==> config.mk <==
export PLATFORM = sky130hd
export DESIGN_NAME = pcg32_generator_with_bounded_draw_core
export DESIGN_NICKNAME = d
export VERILOG_FILES = /design/src/rtl/core/pcg32_pkg.sv /design/src/rtl/core/pcg32_generator_with_bounded_draw_core.sv
export SDC_FILE = /design/constraint.sdc
export NUM_CORES = 2
export LEC_CHECK = 0
export BUFFER_PORTS_ARGS = -buffer_cell sky130_fd_sc_hd__buf_2
export CORE_MARGIN = 1.5
export CORE_UTILIZATION = 25
export DETAILED_ROUTE_END_ITERATION = 8
export PLACE_DENSITY_LB_ADDON = 0.12
export SYNTH_ARGS = -nofsm -noshare
export SYNTH_HDL_FRONTEND = slang
export SYNTH_SLANG_ARGS = --single-unit
==> constraint.sdc <==
create_clock -name clk -period 23.9 [get_ports clk]
set_clock_uncertainty 0.2 [all_clocks]
set_input_delay 7.17 -clock clk [delete_from_list [all_inputs] [get_ports clk]]
set_output_delay 7.17 -clock clk [all_outputs]
set_load 0.02 [all_outputs]
==> src/rtl/core/pcg32_pkg.sv <==
// Shared definitions for the PCG32 generator core: codes, control word layout
// and the microcode program. No dependencies.
`timescale 1ns / 1ps

package pcg32_pkg;

    // LCG multiplier and the state after reset (seeded with zero)
    localparam logic [63:0] LCG_MULT      = 64'h5851_f42d_4c95_7f2d;
    localparam logic [63:0] STATE_RESET   = 64'h5851_f42d_4c95_7f2e;
    localparam logic [63:0] INC_RESET     = 64'h0000_0000_0000_0001;

    // Output permutation geometry
    localparam int unsigned ROT_LSB   = 59;
    localparam int unsigned XS_SHIFT  = 18;
    localparam int unsigned MIX_LSB   = 27;

    // Transaction modes
    localparam logic [1:0] MODE_RESEED  = 2'd0;
    localparam logic [1:0] MODE_RAW     = 2'd1;
    localparam logic [1:0] MODE_BOUNDED = 2'd2;
    localparam logic [1:0] MODE_UNUSED  = 2'd3;

    // Multiplier operand selects
    localparam logic [1:0] MS_LL = 2'd0;   // lo(state) * lo(mult), full product
    localparam logic [1:0] MS_HL = 2'd1;   // hi(state) * lo(mult), low half used
    localparam logic [1:0] MS_LH = 2'd2;   // lo(state) * hi(mult), low half used

    // Accumulator operations
    localparam logic [1:0] ACC_HOLD  = 2'd0;
    localparam logic [1:0] ACC_LOAD  = 2'd1;
    localparam logic [1:0] ACC_ADDHI = 2'd2;

    // State operations
    localparam logic [1:0] ST_HOLD    = 2'd0;
    localparam logic [1:0] ST_STEP    = 2'd1;  // state = acc + increment
    localparam logic [1:0] ST_CLEAR   = 2'd2;  // state = 0, increment from seed
    localparam logic [1:0] ST_ADDSEED = 2'd3;  // state += seed

    // Divider operations
    localparam logic [1:0] DV_HOLD = 2'd0;
    localparam logic [1:0] DV_INIT = 2'd1;
    localparam logic [1:0] DV_STEP = 2'd2;

    // Sequencer jumps
    localparam logic [2:0] J_NEXT      = 3'd0;
    localparam logic [2:0] J_DONE_NONE = 3'd1;  // finish, no result
    localparam logic [2:0] J_RAWCHK    = 3'd2;  // raw or bound zero: emit draw
    localparam logic [2:0] J_LOOP      = 3'd3;  // repeat while bits remain
    localparam logic [2:0] J_CHECK     = 3'd4;  // accept remainder or redraw

    localparam int unsigned PC_W = 5;

    localparam logic [PC_W-1:0] PC_RESEED = 5'd0;
    localparam logic [PC_W-1:0] PC_DRAW   = 5'd12;
    localparam logic [PC_W-1:0] PC_DIV    = 5'd18;
    localparam logic [PC_W-1:0] PC_LAST   = 5'd19;

    typedef struct packed {
        logic [1:0]      mul_sel;
        logic [1:0]      acc_op;
        logic [1:0]      st_op;
        logic            x_load;
        logic [1:0]      div_op;
        logic [2:0]      jmp;
        logic [PC_W-1:0] target;
    } ctrl_word_t;

    function automatic ctrl_word_t cw(input logic [1:0] mul_sel, input logic [1:0] acc_op,
                                      input logic [1:0] st_op, input logic x_load,
                                      input logic [1:0] div_op, input logic [2:0] jmp,
                                      input logic [PC_W-1:0] target);
        ctrl_word_t w;
        w.mul_sel = mul_sel;
        w.acc_op  = acc_op;
        w.st_op   = st_op;
        w.x_load  = x_load;
        w.div_op  = div_op;
        w.jmp     = jmp;
        w.target  = target;
        return w;
    endfunction

    // Microcode program: reseed at PC_RESEED, draw at PC_DRAW
    function automatic ctrl_word_t ucode_rom(input logic [PC_W-1:0] pc);
        ctrl_word_t w;
        unique case (pc)
            // reseed: clear, advance, add seed, advance
            5'd0:  w = cw(MS_LL, ACC_HOLD,  ST_CLEAR,   1'b0, DV_HOLD, J_NEXT,      PC_RESEED);
            5'd1:  w = cw(MS_LL, ACC_HOLD,  ST_HOLD,    1'b0, DV_HOLD, J_NEXT,      PC_RESEED);
            5'd2:  w = cw(MS_HL, ACC_LOAD,  ST_HOLD,    1'b0, DV_HOLD, J_NEXT,      PC_RESEED);
            5'd3:  w = cw(MS_LH, ACC_ADDHI, ST_HOLD,    1'b0, DV_HOLD, J_NEXT,      PC_RESEED);
            5'd4:  w = cw(MS_LL, ACC_ADDHI, ST_HOLD,    1'b0, DV_HOLD, J_NEXT,      PC_RESEED);
            5'd5:  w = cw(MS_LL, ACC_HOLD,  ST_STEP,    1'b0, DV_HOLD, J_NEXT,      PC_RESEED);
            5'd6:  w = cw(MS_LL, ACC_HOLD,  ST_ADDSEED, 1'b0, DV_HOLD, J_NEXT,      PC_RESEED);
            5'd7:  w = cw(MS_LL, ACC_HOLD,  ST_HOLD,    1'b0, DV_HOLD, J_NEXT,      PC_RESEED);
            5'd8:  w = cw(MS_HL, ACC_LOAD,  ST_HOLD,    1'b0, DV_HOLD, J_NEXT,      PC_RESEED);
            5'd9:  w = cw(MS_LH, ACC_ADDHI, ST_HOLD,    1'b0, DV_HOLD, J_NEXT,      PC_RESEED);
            5'd10: w = cw(MS_LL, ACC_ADDHI, ST_HOLD,    1'b0, DV_HOLD, J_NEXT,      PC_RESEED);
            5'd11: w = cw(MS_LL, ACC_HOLD,  ST_STEP,    1'b0, DV_HOLD, J_DONE_NONE, PC_RESEED);
            // draw: capture output, advance, then bounded reduction
            5'd12: w = cw(MS_LL, ACC_HOLD,  ST_HOLD,    1'b1, DV_HOLD, J_NEXT,      PC_DRAW);
            5'd13: w = cw(MS_HL, ACC_LOAD,  ST_HOLD,    1'b0, DV_HOLD, J_NEXT,      PC_DRAW);
            5'd14: w = cw(MS_LH, ACC_ADDHI, ST_HOLD,    1'b0, DV_HOLD, J_NEXT,      PC_DRAW);
            5'd15: w = cw(MS_LL, ACC_ADDHI, ST_HOLD,    1'b0, DV_HOLD, J_NEXT,      PC_DRAW);
            5'd16: w = cw(MS_LL, ACC_HOLD,  ST_STEP,    1'b0, DV_HOLD, J_RAWCHK,    PC_DRAW);
            5'd17: w = cw(MS_LL, ACC_HOLD,  ST_HOLD,    1'b0, DV_INIT, J_NEXT,      PC_DRAW);
            5'd18: w = cw(MS_LL, ACC_HOLD,  ST_HOLD,    1'b0, DV_STEP, J_LOOP,      PC_DIV);
            5'd19: w = cw(MS_LL, ACC_HOLD,  ST_HOLD,    1'b0, DV_HOLD, J_CHECK,     PC_DRAW);
            default: w = cw(MS_LL, ACC_HOLD, ST_HOLD,   1'b0, DV_HOLD, J_DONE_NONE, PC_RESEED);
        endcase
        return w;
    endfunction

endpackage

==> src/rtl/core/pcg32_generator_with_bounded_draw_core.sv <==
// PCG32 XSH-RR generator core with raw and bounded draws, run by a microcode
// sequencer over a shared 32x32 multiplier and a bit-serial remainder unit.
// Depends on pcg32_pkg.
`timescale 1ns / 1ps

//  channel   signals                       direction   transaction
//  in        in_valid in_ready mode bound  to core     one request (reseed/raw/bounded)
//  out       out_valid out_ready value     from core   one 32-bit draw
//  cfg       cfg_we cfg_wdata              to core     seed register write
//
// A raw draw captures the output and steps the LCG on the shared multiplier. A
// bounded draw adds, per attempt, a divider start, the one-bit-per-cycle
// remainder and the rejection test; a rejected attempt repeats. in_ready is high
// whenever the sequencer is idle, also while a result waits on out. A finished
// draw stalls the sequencer only when the output register is still full. Reset
// gives the zero-seeded state.

module pcg32_generator_with_bounded_draw_core
    import pcg32_pkg::*;
(
    input  logic        clk,
    input  logic        rst_n,
    input  logic        in_valid,
    output logic        in_ready,
    input  logic [1:0]  mode,
    input  logic [31:0] bound,
    output logic        out_valid,
    input  logic        out_ready,
    output logic [31:0] value,
    input  logic        cfg_we,
    input  logic [63:0] cfg_wdata
);

    logic [63:0]     seed_reg;
    logic [63:0]     state_reg;
    logic [63:0]     inc_reg;
    logic [63:0]     acc_reg;
    logic [63:0]     prod_reg;
    logic [31:0]     x_reg;
    logic [31:0]     dvd_reg;
    logic [31:0]     rem_reg;
    logic [4:0]      cnt_reg;
    logic [31:0]     bound_reg;
    logic            is_bnd_reg;
    logic            busy_reg;
    logic            busy_next;
    logic [PC_W-1:0] pc_reg;
    logic [PC_W-1:0] pc_next;
    logic            out_valid_reg;
    logic            out_valid_next;
    logic [31:0]     value_reg;
    logic [31:0]     value_next;

    ctrl_word_t  cw_cur;
    logic        in_fire;
    logic        out_free;
    logic        emit_req;
    logic        step_en;
    logic [31:0] emit_val;
    logic [31:0] mul_a;
    logic [31:0] mul_b;
    logic [31:0] mixed;
    logic [4:0]  rot;
    logic [63:0] rot2;
    logic [31:0] perm;
    logic [32:0] trial;
    logic [32:0] trial_sub;
    logic        accept_r;

    assign in_ready  = !busy_reg;
    assign in_fire   = in_valid && in_ready;
    assign out_valid = out_valid_reg;
    assign value     = value_reg;
    assign out_free  = !out_valid_reg || out_ready;

    assign cw_cur = ucode_rom(pc_reg);

    // XSH-RR output of the current state
    assign rot   = state_reg[63:ROT_LSB];
    assign mixed = 32'((state_reg ^ (state_reg >> XS_SHIFT)) >> MIX_LSB);
    assign rot2  = {mixed, mixed} >> rot;
    assign perm  = rot2[31:0];

    // Shared multiplier operands
    always_comb
    begin
        unique case (cw_cur.mul_sel)
            MS_HL:
            begin
                mul_a = state_reg[63:32];
                mul_b = LCG_MULT[31:0];
            end
            MS_LH:
            begin
                mul_a = state_reg[31:0];
                mul_b = LCG_MULT[63:32];
            end
            default:
            begin
                mul_a = state_reg[31:0];
                mul_b = LCG_MULT[31:0];
            end
        endcase
    end

    // One restoring remainder step and the rejection test
    assign trial     = {rem_reg, dvd_reg[31]};
    assign trial_sub = trial - {1'b0, bound_reg};
    assign accept_r  = (x_reg - rem_reg) <= (32'd0 - bound_reg);

    // Sequencer: next step, result hand-off and stall
    always_comb
    begin
        pc_next        = pc_reg;
        busy_next      = busy_reg;
        out_valid_next = out_valid_reg && !out_ready;
        value_next     = value_reg;
        emit_req       = 1'b0;
        emit_val       = x_reg;
        if (busy_reg)
        begin
            unique case (cw_cur.jmp)
                J_DONE_NONE:
                    busy_next = 1'b0;
                J_RAWCHK:
                    if (!is_bnd_reg || bound_reg == 32'd0)
                        emit_req = 1'b1;
                    else
                        pc_next = pc_reg + 1'b1;
                J_LOOP:
                    if (cnt_reg != 5'd0)
                        pc_next = cw_cur.target;
                    else
                        pc_next = pc_reg + 1'b1;
                J_CHECK:
                    if (accept_r)
                    begin
                        emit_req = 1'b1;
                        emit_val = rem_reg;
                    end
                    else
                        pc_next = cw_cur.target;
                default:
                    pc_next = pc_reg + 1'b1;
            endcase
            // Hold the step while the output register is still full
            if (emit_req)
            begin
                if (out_free)
                begin
                    out_valid_next = 1'b1;
                    value_next     = emit_val;
                    busy_next      = 1'b0;
                end
                else
                    pc_next = pc_reg;
            end
        end
        else if (in_fire)
        begin
            busy_next = (mode != MODE_UNUSED);
            pc_next   = (mode == MODE_RESEED) ? PC_RESEED : PC_DRAW;
        end
    end

    assign step_en = busy_reg && !(emit_req && !out_free);

    // Control registers and generator state
    always_ff @(posedge clk or negedge rst_n)
    begin
        if (!rst_n)
        begin
            busy_reg      <= 1'b0;
            pc_reg        <= PC_RESEED;
            out_valid_reg <= 1'b0;
            seed_reg      <= 64'd0;
            state_reg     <= STATE_RESET;
            inc_reg       <= INC_RESET;
        end
        else
        begin
            busy_reg      <= busy_next;
            pc_reg        <= pc_next;
            out_valid_reg <= out_valid_next;
            if (cfg_we)
                seed_reg <= cfg_wdata;
            if (step_en)
            begin
                unique case (cw_cur.st_op)
                    ST_STEP:    state_reg <= acc_reg + inc_reg;
                    ST_CLEAR:
                    begin
                        state_reg <= 64'd0;
                        inc_reg   <= {seed_reg[62:0], 1'b1};
                    end
                    ST_ADDSEED: state_reg <= state_reg + seed_reg;
                    default:    state_reg <= state_reg;
                endcase
            end
        end
    end

    // Datapath payload: product, accumulator, draw, remainder, result
    always_ff @(posedge clk)
    begin
        value_reg <= value_next;
        prod_reg  <= 64'(mul_a) * 64'(mul_b);
        if (in_fire)
        begin
            bound_reg  <= bound;
            is_bnd_reg <= (mode == MODE_BOUNDED);
        end
        if (step_en)
        begin
            unique case (cw_cur.acc_op)
                ACC_LOAD:  acc_reg <= prod_reg;
                ACC_ADDHI: acc_reg <= {acc_reg[63:32] + prod_reg[31:0], acc_reg[31:0]};
                default:   acc_reg <= acc_reg;
            endcase
            if (cw_cur.x_load)
                x_reg <= perm;
            unique case (cw_cur.div_op)
                DV_INIT:
                begin
                    dvd_reg <= x_reg;
                    rem_reg <= 32'd0;
                    cnt_reg <= 5'd31;
                end
                DV_STEP:
                begin
                    dvd_reg <= {dvd_reg[30:0], 1'b0};
                    rem_reg <= trial_sub[32] ? trial[31:0] : trial_sub[31:0];
                    cnt_reg <= cnt_reg - 1'b1;
                end
                default:
                begin
                    dvd_reg <= dvd_reg;
                end
            endcase
        end
    end

    // Stream increment stays odd
    a_inc_odd: assert property (@(posedge clk) disable iff (!rst_n) inc_reg[0])
        else $error("stream increment became even");

    // Sequencer never leaves the program
    a_pc_range: assert property (@(posedge clk) disable iff (!rst_n) pc_reg <= PC_LAST)
        else $error("step counter outside microcode");

    // A bounded result is below its bound
    a_bnd_below: assert property (@(posedge clk) disable iff (!rst_n)
        (busy_reg && emit_req && out_free && cw_cur.jmp == J_CHECK)
            |=> (value_reg < bound_reg))
        else $error("bounded draw not below bound");

    // An accepted request other than the unused mode starts the sequencer
    a_start: assert property (@(posedge clk) disable iff (!rst_n)
        (in_fire && mode != MODE_UNUSED) |=> busy_reg)
        else $error("accepted transaction did not start");

endmodule
==> key figures <==
GRT
  • Largest net degree at the start of global routing: between 90 and 100
  • Tot GR Track Use: 17.5%
  • First-pass GRT wire length: a little under 300000 µm
  • Initial antenna violation count: 6
  • Grt ovf: 0
  • Vias in the first global route: between 40000 and 50000

Routing
  • # DRC: 0
  • Detailed Route Iter0 Violations: 2510
  • Met2 wire len: between 100000 and 150000 µm
  • Wire length on met3: slightly above 5000 µm
  • Vias/cell: roughly 4.6
  • Via count: 41100
  • ANT nets after route: 0
  • Drt first pass iters: 5
  • DR top layer: met5
  • Routed WL: 199000 µm
  • Avg WL per Cell: ~22 µm
  • Metal-1 WL: around 87000 µm

Timing
  • Fin crit share: approximately 48%
  • Worst-margin pin slew: 1.09 ns
  • Fin Setup TNS: 0 ns
  • Fin crit period: 11.38 ns
  • Final Hold Fails: 0
  • Max Clk Rate: around 0.09 GHz
  • Hold WS: around 0.30 ns
  • Pins Over Slew Limit: 0
  • Rel. slew slack: 27.1%
  • PnR worst setup slack: roughly 13 ns
  • RSZ-0062 raised after global routing: false
  • Final setup violation count: 0

Clocking
  • Later-pin clock latency in the skew report: 0.69 ns
  • Post-CTS setup buffers: 0
  • Clock Path Buffers: 3
  • Root buffer cell: clkbuf_16
  • Post-CTS resize count: 0
  • Hold buffers post-CTS: 0
  • Htree depth: 2
  • CTS tree: built
  • Total CTS buffers: 60
  • CTS sink cnt: 491
  • Clock transition at the registers of the reported paths: around 0.060 ns

Logic synthesis
  • EDFF count, synth: 230
  • Combinational family with the most area after synthesis: adder cells
  • Avg Inst Size Synth: 9.68 µm²
  • Cell Area, Synth: about 56000 µm²
  • Xor and xnor area share after synthesis: under 10%
  • Synth area leaders: fa_1 (19%), ha_1 (15%), edfxtp_1 (12%)
  • Synth Area in Simple Gates: 9.98%
  • Compound-Gate Fraction of Synth Area: 13.5%
  • YS warnings: 0
  • Netlist cell types: just over 100
  • Largest area contributor in the netlist: fa_1
  • #FFs+latches synth: approximately 490
  • Post-synthesis sequential area ratio: 23.6%
  • Asr flop ratio synth: 40.3%
  • Top-count cell post-synth: inv_1
  • Adder-Cell Fraction of Synth Area: 34.5%
  • Commonest cells post-synth: inv_1 (883), ha_1 (675), fa_1 (540)
  • Ys flop type: edfxtp_1
  • Syn Inst Count: a little under 6000
  • Synth top area share: 19.4%
  • Post-synthesis mux area share: 6.27%

Placement
  • GP Congestion: just under 0.9
  • PortBufs: around 140
  • Placement Setup Slack: 12.53 ns
  • HPWL Detailed: 166000 µm

Floorplanning
  • Initial Util: 25.1%
  • Die Height: 475 µm
  • I/O pins: about 140
  • Die ar.: 226000 µm²
  • Die Span X: roughly 480 µm
  • # rows: approximately 170
  • Core Area: approximately 220000 µm²

Worst setup path
  • CP Max Fanout: 32
  • Worst path max stage delay: roughly 0.64 ns
  • Crit Path Class: flop to flop
  • Slowest CP cell: dfrtp_1
  • Worst EP required: approximately 24 ns
  • Startpoint Class: flop
  • CP most frequent cell: fa_1
  • Worst path arrival time: approximately 12 ns
  • R2R setup slack: ~13 ns
  • Crit path capture type: flop

Layout
  • Final core utilization: roughly 28%
  • Area growth from synthesis to layout: 11.4%
  • Layout cells sized above 1: about a tenth
  • Fin nets: about 7000

Job
  • Max cap viols: 0

Run status
  • Status: completed

Min path
  • Hold Crit Class: flop to flop
[logic make-up after synthesis]
group | Yosys count
buffers and inverters | 1070
muxes | 311
DFF | 491
xor gates and xnor gates | 302
adders and majority gates | 1215
other | 2
and+or+nand+nor | 1206
AOI/OAI and AO/OA | 1166
[layout by cell type (no fill, tap or decap), drive strengths merged, types with 33 or more instances in the layout]
master and count:
buf 189, mux2 207, edfxtp 230, a221oi 39, o21bai 55, a21oi 343, nor3 64, dfrtp 165
a211oi 36, ha 675, nand3 79, xor2 86, o21ai 274, a31oi 39, nor2 397, clkbuf 75
inv 887, nand2 346, nor2b 81, mux2i 94, and3 38, fa 540, a21o 157, xnor2 216
dfxtp 63, o21a 35, dfstp 33, nand2b 50, nand4 53
[layer usage]
metal  global-route usage (%)  vias to the layer above
li1                         -                    19800
met1                     21.9                    20400
met5                        0                        -
met4                     4.37                        6
met3                     1.32                      172
met2                     32.0                      633
[per-stage QoR]
stage | std cells | area [µm²]
global route | 8893 | 62100
floorplan | 5792 | 55900
CTS | 8893 | 62100
finish | 8895 | 62100
global placement | 8779 | 60000
detailed placement | 8779 | 60000
[area by class of cell]
| class | instances | area, µm² |
|---|---|---|
| fillers | 23600 | 160000 |
| multi-input cells | 4231 | 38700 |
| flip-flops and latches | 491 | 13200 |
| well taps | 2975 | 3720 |
| inverters | 893 | 3350 |
| clock buffers | 75 | 1630 |
| repair buffers | 189 | 1090 |
| clock inverters | 39 | 467 |
| diodes | 2 | 5.00 |
[worst paths after layout]
path,start,endpoint,cells after the start
min in group asynchronous,rst_n,seed_reg[6],1
hold reg to reg,state_reg[13],state_reg[13],2
setup reg to reg,pc_reg[2],prod_reg[60],32
setup / recovery,pc_reg[2],prod_reg[60],32
max in group asynchronous,rst_n,inc_reg[23],2
hold / removal,state_reg[13],state_reg[13],2
[critical path: cells and delay by family, from the launching register on]
family,cells,cell delay (ns)
compound gates,7,2.08
xor+xnor,1,0.17
fa+ha+maj,10,4.42
buf+inv,6,1.29
flops,1,0.64
mux,1,0.61
simple gates,7,1.85
Power is left out: the tool's default activity adds up to more than one toggle a clock period on the data nets, which glitch-free logic cannot reach.
